==> src/lkv_pkg.sv <==
`default_nettype none

package lkv_pkg;

	localparam int unsigned KEY_W    = 64;
	localparam int unsigned HANDLE_W = 32;

	// operation codes of a request beat
	typedef enum logic [1:0] {
		OP_LOOKUP = 2'd0,
		OP_ADD    = 2'd1,
		OP_CLEAR  = 2'd2
	} lkv_op_t;

	// request beat
	typedef struct packed {
		logic [1:0]          op;
		logic [KEY_W-1:0]    key;
		logic [HANDLE_W-1:0] image_handle;
	} lkv_req_t;

	// result beat
	typedef struct packed {
		logic                found;
		logic [HANDLE_W-1:0] result_handle;
		logic [KEY_W-1:0]    evicted_key;
	} lkv_rsp_t;

	// per-slot command from the control to a cell
	typedef struct packed {
		logic clr;
		logic take_prev;
		logic take_new;
	} lkv_cell_cmd_t;

	// per-slot compare flags from a cell to the control
	typedef struct packed {
		logic eq_key;
		logic eq_lru;
	} lkv_cell_stat_t;

endpackage

`default_nettype wire

==> src/lkv_cell.sv <==
`default_nettype none

module lkv_cell
	import lkv_pkg::*;
(
	input  wire logic                clk,
	input  wire logic                arst_n,
	input  wire logic [KEY_W-1:0]    key,
	input  wire logic [KEY_W-1:0]    lru_key,
	input  wire logic [HANDLE_W-1:0] new_handle,
	input  wire logic [KEY_W-1:0]    prev_key,
	input  wire logic [HANDLE_W-1:0] prev_handle,
	input  wire lkv_cell_cmd_t       cmd,
	output lkv_cell_stat_t           stat,
	output logic [KEY_W-1:0]         slot_key,
	output logic [HANDLE_W-1:0]      slot_handle
);

	logic [KEY_W-1:0]    key_q;
	logic [HANDLE_W-1:0] handle_q;

	// compare against the request key and the least recent key
	assign stat.eq_key = (key_q == key);
	assign stat.eq_lru = (key_q == lru_key);

	assign slot_key    = key_q;
	assign slot_handle = handle_q;

	// slot storage: clear, take the neighbour's pair or take the new pair
	always_ff @(posedge clk or negedge arst_n) begin
		if (!arst_n) begin
			key_q    <= '0;
			handle_q <= '0;
		end else if (cmd.clr) begin
			key_q    <= '0;
			handle_q <= '0;
		end else if (cmd.take_prev) begin
			key_q    <= prev_key;
			handle_q <= prev_handle;
		end else if (cmd.take_new) begin
			key_q    <= key;
			handle_q <= new_handle;
		end
	end

endmodule

`default_nettype wire

==> src/lkv_ctrl.sv <==
`default_nettype none

module lkv_ctrl
	import lkv_pkg::*;
#(
	parameter int unsigned SLOTS = 4
) (
	input  wire logic                accept,
	input  wire lkv_req_t            req,
	input  wire lkv_cell_stat_t      stat [SLOTS],
	input  wire logic [HANDLE_W-1:0] handles [SLOTS],
	input  wire logic [KEY_W-1:0]    lru_key,
	output lkv_cell_cmd_t            cmd [SLOTS],
	output logic [HANDLE_W-1:0]      new_handle,
	output lkv_rsp_t                 rsp
);

	logic [SLOTS-1:0]    eq_k;
	logic [SLOTS-1:0]    eq_l;
	logic [SLOTS-1:0]    pre_k;
	logic [SLOTS-1:0]    pre_l;
	logic [SLOTS-1:0]    cand;
	logic [SLOTS-1:0]    pre_c;
	logic [SLOTS-1:0]    first_k;
	logic [SLOTS-1:0]    first_l;
	logic                hit;
	logic [HANDLE_W-1:0] hit_handle;

	// prefix chains marking whether an earlier slot already matched
	assign pre_k[0] = 1'b0;
	assign pre_l[0] = 1'b0;
	assign pre_c[0] = 1'b0;
	assign cand[0]  = 1'b0;

	for (genvar i = 0; i < SLOTS; i++) begin : g_flags
		assign eq_k[i]    = stat[i].eq_key;
		assign eq_l[i]    = stat[i].eq_lru;
		assign first_k[i] = eq_k[i] & ~pre_k[i];
		assign first_l[i] = eq_l[i] & ~pre_l[i];
		if (i > 0) begin : g_pre
			assign pre_k[i] = pre_k[i-1] | eq_k[i-1];
			assign pre_l[i] = pre_l[i-1] | eq_l[i-1];
			assign pre_c[i] = pre_c[i-1] | cand[i-1];
			// marks slots from one upward holding the key, or the overwrite slot
			assign cand[i]  = first_l[i] | eq_k[i];
		end
	end

	assign hit = |eq_k;

	// handle of the first matching slot
	always_comb begin
		hit_handle = '0;
		for (int i = 0; i < SLOTS; i++) begin
			hit_handle = hit_handle | (handles[i] & {HANDLE_W{first_k[i]}});
		end
	end

	assign new_handle = (lkv_op_t'(req.op) == OP_ADD) ? req.image_handle : hit_handle;

	// per-slot commands and the result beat
	always_comb begin
		for (int j = 0; j < SLOTS; j++) begin
			cmd[j] = '0;
		end
		rsp = '0;
		case (lkv_op_t'(req.op))
			OP_LOOKUP: begin
				rsp.found         = hit;
				rsp.result_handle = hit_handle;
				for (int j = 0; j < SLOTS; j++) begin
					cmd[j].take_prev = accept & hit & ~pre_k[j];
				end
			end
			OP_ADD: begin
				rsp.evicted_key = lru_key;
				if (eq_l[0]) begin
					// least recent key also sits in front: overwrite slot zero only
					cmd[0].take_new = accept;
				end else if (eq_k[0]) begin
					// front already holds the key: overwrite in place
					for (int j = 0; j < SLOTS; j++) begin
						cmd[j].take_new = accept & first_l[j];
					end
				end else begin
					for (int j = 0; j < SLOTS; j++) begin
						cmd[j].take_prev = accept & ~pre_c[j];
						cmd[j].take_new  = accept & first_l[j] & pre_c[j];
					end
				end
			end
			OP_CLEAR: begin
				for (int j = 0; j < SLOTS; j++) begin
					cmd[j].clr = accept;
				end
			end
			default: begin
				rsp = '0;
			end
		endcase
	end

endmodule

`default_nettype wire

==> src/lru_key_value_table_top.sv <==
`default_nettype none

// Recency-ordered key/handle table of SLOTS entries, most recent in slot zero.
// A request beat is taken whenever start is high; busy never rises, so one beat
// can be issued every clock. Each beat yields exactly one result beat, shown on
// rsp with done high for the single cycle right after the accepting edge; the
// receiver must capture it then. A lookup, add or clear takes effect at that
// edge: every slot cell compares its key against the request and the least
// recent key in parallel, and the cells from the front up to the chosen slot
// take their front neighbour's pair along the chain in the same edge, so the
// compare and priority pick across SLOTS cells sets the cycle time. Reset and
// a clear leave every slot holding key zero, handle zero.

module lru_key_value_table_top
	import lkv_pkg::*;
#(
	parameter int unsigned SLOTS = 4
) (
	input  wire logic     clk,
	input  wire logic     arst_n,
	input  wire logic     start,
	output logic          busy,
	input  wire lkv_req_t req,
	output logic          done,
	output lkv_rsp_t      rsp
);

	lkv_cell_cmd_t       cmd [SLOTS];
	lkv_cell_stat_t      stat [SLOTS];
	logic [KEY_W-1:0]    slot_key [SLOTS];
	logic [HANDLE_W-1:0] slot_handle [SLOTS];
	logic [HANDLE_W-1:0] new_handle;
	lkv_rsp_t            rsp_d;
	lkv_rsp_t            rsp_q;
	logic                done_q;
	logic                accept;

	assign busy   = 1'b0;
	assign accept = start & ~busy;

	// command decode and priority pick
	lkv_ctrl #(
		.SLOTS (SLOTS)
	) u_ctrl (
		.accept     (accept),
		.req        (req),
		.stat       (stat),
		.handles    (slot_handle),
		.lru_key    (slot_key[SLOTS-1]),
		.cmd        (cmd),
		.new_handle (new_handle),
		.rsp        (rsp_d)
	);

	// row of slot cells, each fed by its front neighbour
	for (genvar i = 0; i < SLOTS; i++) begin : g_cell
		logic [KEY_W-1:0]    prev_key;
		logic [HANDLE_W-1:0] prev_handle;
		if (i == 0) begin : g_head
			assign prev_key    = req.key;
			assign prev_handle = new_handle;
		end else begin : g_body
			assign prev_key    = slot_key[i-1];
			assign prev_handle = slot_handle[i-1];
		end
		lkv_cell u_cell (
			.clk         (clk),
			.arst_n      (arst_n),
			.key         (req.key),
			.lru_key     (slot_key[SLOTS-1]),
			.new_handle  (new_handle),
			.prev_key    (prev_key),
			.prev_handle (prev_handle),
			.cmd         (cmd[i]),
			.stat        (stat[i]),
			.slot_key    (slot_key[i]),
			.slot_handle (slot_handle[i])
		);
	end

	// result register and strobe
	always_ff @(posedge clk or negedge arst_n) begin
		if (!arst_n) begin
			done_q <= 1'b0;
		end else begin
			done_q <= accept;
		end
	end

	always_ff @(posedge clk) begin
		if (accept) begin
			rsp_q <= rsp_d;
		end
	end

	assign done = done_q;
	assign rsp  = rsp_q;

endmodule

`default_nettype wire

==> config.mk <==
export PLATFORM = sky130hd
export DESIGN_NAME = lru_key_value_table_top
export DESIGN_NICKNAME = d
export VERILOG_FILES = /design/src/lkv_pkg.sv /design/src/lkv_cell.sv /design/src/lkv_ctrl.sv /design/src/lru_key_value_table_top.sv
export SDC_FILE = /design/constraint.sdc
export NUM_CORES = 1
export LEC_CHECK = 0
export ABC_AREA = 1
export BUFFER_PORTS_ARGS = -buffer_cell sky130_fd_sc_hd__buf_2
export CAP_MARGIN = 25
export CORE_ASPECT_RATIO = 0.7
export CORE_UTILIZATION = 62
export CTS_BUF_LIST = sky130_fd_sc_hd__clkbuf_8
export CTS_CLUSTER_DIAMETER = 80
export CTS_CLUSTER_SIZE = 10
export DETAILED_ROUTE_END_ITERATION = 12
export GPL_ROUTABILITY_DRIVEN = 0
export PLACE_DENSITY_LB_ADDON = 0.12
export SYNTH_ARGS = -nofsm -noshare
export SYNTH_HDL_FRONTEND = slang
export SYNTH_HIERARCHICAL = 1
export SYNTH_SLANG_ARGS = --single-unit
==> constraint.sdc <==
create_clock -name clk -period 6.1 [get_ports clk]
set_clock_uncertainty 0.2 [all_clocks]
set_input_delay 1.22 -clock clk [delete_from_list [all_inputs] [get_ports clk]]
set_output_delay 1.22 -clock clk [all_outputs]
set_load 0.01 [all_outputs]
## Word level (Yosys, flattened, before mapping)

Cells that the tools add are included.

- Add/subtract/negate cells: 0
- Multiply operators: 0
- Divide/modulo/power cells: 0
- Magnitude comparators: 0
- Equality and inequality tests: 9
- Shift-type cells: 0
- Multiplexer cells: 46
- Bitwise operators: 39
- Reductions and logical operators: 6

Operators by type and width:

| cell | number |
|---|---|
| 64-bit two-way mux | 12 |
| 64-bit equality test | 7 |
| 32-bit two-way mux | 13 |
| 32-bit AND | 4 |
| 32-bit bitwise OR | 3 |
| 1-bit AND | 17 |
| 1-bit two-way mux | 14 |
| 3-bit nonzero test | 4 |
| 1-bit NOT | 8 |
| 1-bit case mux with 2 select lines | 4 |
| 1-bit bitwise OR | 7 |
| 2-bit two-way mux | 3 |
| 4-bit OR reduction | 1 |
| 2-bit by 1-bit equality test with 1-bit output, second input constant | 1 |
| 2-bit equality test, second input constant | 1 |
| 2-bit zero test | 1 |

- Flip-flop bits (word level): 482
- Latch bits: 0
- RAM bits: 0
- ROM bits: 0
- Input port bits: 101
- Output and inout bits: 99
- Memories kept: 0

## Depth between registers and ports, before layout

- Depth after elaboration: 14
- Mapped depth: 22

## By module

The synthesis kept the hierarchy.

Modules (own cells, without submodules):

| module | instances | cells an instance | area an instance (um^2) | seq. area each (um^2) |
|---|---|---|---|---|
| lkv_cell | 4 | 848 | 6487.5 | 2402.3 |
| lru_key_value_table_top | 1 | 100 | 2949.1 | 2937.8 |
| lkv_ctrl | 1 | 565 | 2647.5 | 0.0 |

## Worst setup path before layout

No wires, ideal clock.

- Kind: in2reg
- From: input port req[66] (netlist name)
- To: register g_cell[2].u_cell.key_q[54]
- Setup time: 0.095 ns
- Arrival time: 3.263 ns
- Required time: 5.805 ns
- Path slack: 2.541 ns
- Stages: 17
- Path through: inv_1 -> nand2_1 -> nand2_1 -> nand2_1 -> nor2_1 -> nand2_1 -> nor2_1 -> nand2_1 -> nor2_1 -> nor2_4 -> buf_6 -> buf_6 -> nor3_1 -> o21ai_2 -> buf_4 -> buf_6 -> o31ai_1

RTL lines:

| element | RTL line | RTL |
|---|---|---|
| start, declared | lru_key_value_table_top.sv:23 | `input wire lkv_req_t req,` |
| end signal, assigned | lkv_cell.sv:38 | `key_q <= prev_key;` |
| end signal, assigned | lkv_cell.sv:41 | `key_q <= key;` |
| end, declared | lkv_cell.sv:19 | `logic [KEY_W-1:0] key_q;` |

==> run summary <==
Max clock buf depth -> 3
synthesis-stage register bit count -> 482
pwr/cell area -> 246 nW/um^2
drt initial violations -> 3876
largest net degree at the start of global routing -> 132
syn_area_per_cell -> 7.78 sq um
Yosys warnings -> 6
Post-Syn Area -> 31500 sq um
Cell Rows -> 68
hold crit path type -> flip-flop to flip-flop
measured slew at the worst slew-check pin -> 1.07 ns
CTS Hold Bufs -> 0
vias in the first global route -> 27500
dpl hpwl -> 60400 microns
wire length per cell -> 20.6 microns
Synth area leader -> dfrtp_1
critical path, cell by cell -> buf_2, xnor2_1, nand2_1, nor2_1, nand2_1, nor2_1, nand2_1, nor2_4, a21oi_1, nand4_1, nand2_4, inv_4, buf_4, nor2_1, o31ai_1
I/O pins -> 200
Crit Path Max Fanout -> 58
Mapped Nets -> 4158
critical path class -> primary input to flip-flop
Final TNS setup -> 0 ns
worst vdd ir -> 183 uV
Post-CTS Setup Inserts -> 0
Final Cycle Share -> 75.5%
Starting Density -> 63.4%
CTS buffer count -> 54
die footprint -> 51800 sq um
Seq/Total Area, Yosys -> 39.8%
WHS Endpoint -> g_cell[3].u_cell/slot_handle[18]
min cycle time layout -> 4.60 ns
Pins Over Slew Limit -> 0
Layout Nets -> 4228
adder-cell share of the synthesized area -> 0%
total track usage -> 38.4%
Max Cap Viol -> 0
ys flop type -> dfrtp_1
mux contribution to synthesized area -> 0%
max frequency -> 0.217 GHz
# resized after CTS -> 0
H-tree depth -> 2
Crit. End Element -> flip-flop
post-synthesis xor/xnor area fraction -> 12.0%
Vias -> 29200
root buf cell -> clkbuf_8
cell count after placement -> 4736
Distinct cells, synth -> 30
share of cells above drive strength 1 -> 11.7%
Layout fillers -> 4246
Chip Height -> 191 microns
Startpoint Class -> primary input
CTS tree -> yes
Reg2Reg Depth -> 14
top cells by area, synth -> dfrtp_1 31%, xnor2_1 12%, nor2_1 11%
first-pass GRT wire length -> 156000 microns
Pre-Repair DR Iteration Count -> 6
ANT nets after route -> 0
Gate Count Post-Synth -> 4057
antenna violations before repair -> 9
critical path data required time -> 6.49 ns
Layout area overhead -> 6.71%
DRC Markers -> 0
clock sink count -> 482
Worst-Skew Late Latency -> 0.70 ns
Post-synth ARST share -> 79.9%
core area -> 49800 sq um
critical path's slowest cell -> inv_4
RR Startpoint -> g_cell[3].u_cell/slot_key[44]
IO buf count -> 198
grt ovf -> 0
Post-Synth Simple-Gate Area -> 29.4%
Yosys top cell area share -> 30.5%
reg-to-reg slack, setup -> 1.67 ns
Hold Vio Cnt, Final -> 0
top post-synthesis cells by count -> 926 x nor2_1, 783 x nand2_1, 432 x xnor2_1, 426 x nand3_1, 385 x dfrtp_1
Min-Delay Path Depth -> 2
status -> complete, no violations
Crit path max-delay family -> simple AND/OR/NAND/NOR gates
Worst path max stage delay -> 0.72 ns
Worst R2R End -> g_cell[3].u_cell/slot_key[54]
WP buf/inv -> 3
clock-pin slew on the worst setup and hold paths -> 0.08 ns
EDFF count, synth -> 97
WL final -> 99400 microns
RSZ-0062 raised after global routing -> false
largest family of logic cells by synthesized area -> simple AND/OR/NAND/NOR gates
hold_sp -> g_cell[3].u_cell/slot_handle[18]
post-synthesis compound-gate area fraction -> 11.6%
final cell count without fillers -> 4832
LEAKAGE -> 15.1 nW
die width -> 272 microns
Max-slew headroom -> 28.4%
count leader, synth -> nor2_1
final setup vio count -> 0
fin util -> 67.6%
Arr. time, crit path -> 5.00 ns
vias per inst -> 6.04
-- worst max path at each step --
stage,startpoint,endpoint,cells past startpoint
3_5_place_dp,req[33],g_cell[2].u_cell/slot_handle[30],15
6_report,req[33],g_cell[2].u_cell/slot_handle[30],15
4_1_cts,req[33],g_cell[2].u_cell/slot_handle[30],15
5_1_grt,g_cell[3].u_cell/slot_key[35],g_cell[3].u_cell/slot_key[42],15
3_3_place_gp,req[33],g_cell[2].u_cell/slot_handle[23],15
2_1_floorplan,req[66],g_cell[2].u_cell/slot_key[54],17
-- cell type report --
| type | count | area, sq um | area share, % |
|---|---|---|---|
| Multi-Input combinational cell | 3100 | 16800 | 50.0 |
| Sequential cell | 482 | 12500 | 37.3 |
| Timing Repair Buffer | 259 | 1670 | 4.97 |
| Inverter | 230 | 881 | 2.62 |
| Tap cell | 665 | 832 | 2.47 |
| Clock buffer | 54 | 743 | 2.21 |
| Clock inverter | 33 | 141 | 0.420 |
| Antenna cell | 9 | 22.5 | 0.0669 |
-- cell usage in the layout, fill, tap and decap left out, types with 2 or more instances in the layout --
cell type	instances
and2_1	32
buf_12	17
buf_2	196
buf_4	45
clkbuf_8	54
clkinv_2	4
clkinvlp_4	2
dfrtp_1	385
diode_2	9
edfxtp_1	97
inv_1	247
inv_2	2
inv_4	5
inv_6	2
nand2_1	779
nand2_2	4
nand2_4	4
nand3_1	426
nand3_2	20
nand4_1	34
nor2_1	921
nor2_2	3
nor2_4	7
nor3_1	6
o21ai_0	36
o21ai_1	4
o21ai_4	5
o22ai_1	40
o31ai_1	228
o31ai_2	116
xnor2_1	432
-- routing by layer --
metal	global-route usage, %	vias up	part of all wire [%]
li1	-	13400	-
met1	55.5	13800	42
met2	56.4	1757	43
met3	8.36	243	12
met4	14.1	2	3.0
met5	0.282	-	0.013
-- metrics by stage --
stage	power (mW)	hold slack, ns	cell area [sq um]	setup slack (ns)
2_1_floorplan	5.59	0.281	31500	2.54
3_3_place_gp	6.19	0.298	32800	1.08
3_5_place_dp	6.25	0.298	32800	0.941
4_1_cts	8.27	0.317	33600	1.68
5_1_grt	8.73	0.335	33700	1.43
6_report	8.29	0.322	33700	1.50
-- logic make-up after synthesis --
logic type,after synthesis
other,1
XOR/XNOR,432
AND/OR/NAND/NOR,2236
flip-flops,482
buffers and inverters,475
AO/OA/AOI/OAI,431
-- flip-flops by register name (all words and copies together) (netlist names) --
name	cells
rsp	97
g_cell.u_cell/slot_handle	128
done	1
g_cell.u_cell/slot_key	256
-- report_power, final --
group          switching [mW]  leakage (nW)  internal, mW
registers               0.512          6.08          3.61
logic                    1.19          8.49         0.922
clock network            1.24         0.552         0.817
-- worst register-to-register path, stage by stage (launching register included) --
cell and delay, ns:
dfrtp_1 0.60, xnor2_1 0.18, nand2_1 0.07, nor2_1 0.25, nand2_1 0.14, nor2_1 0.21
nand2_1 0.15, nor2_1 0.20, inv_1 0.14, a21oi_1 0.20, nand3_1 0.18, o21ai_4 0.71
buf_4 0.65, nor2_1 0.17, o31ai_1 0.27
Power figures use the tool's default switching activity.
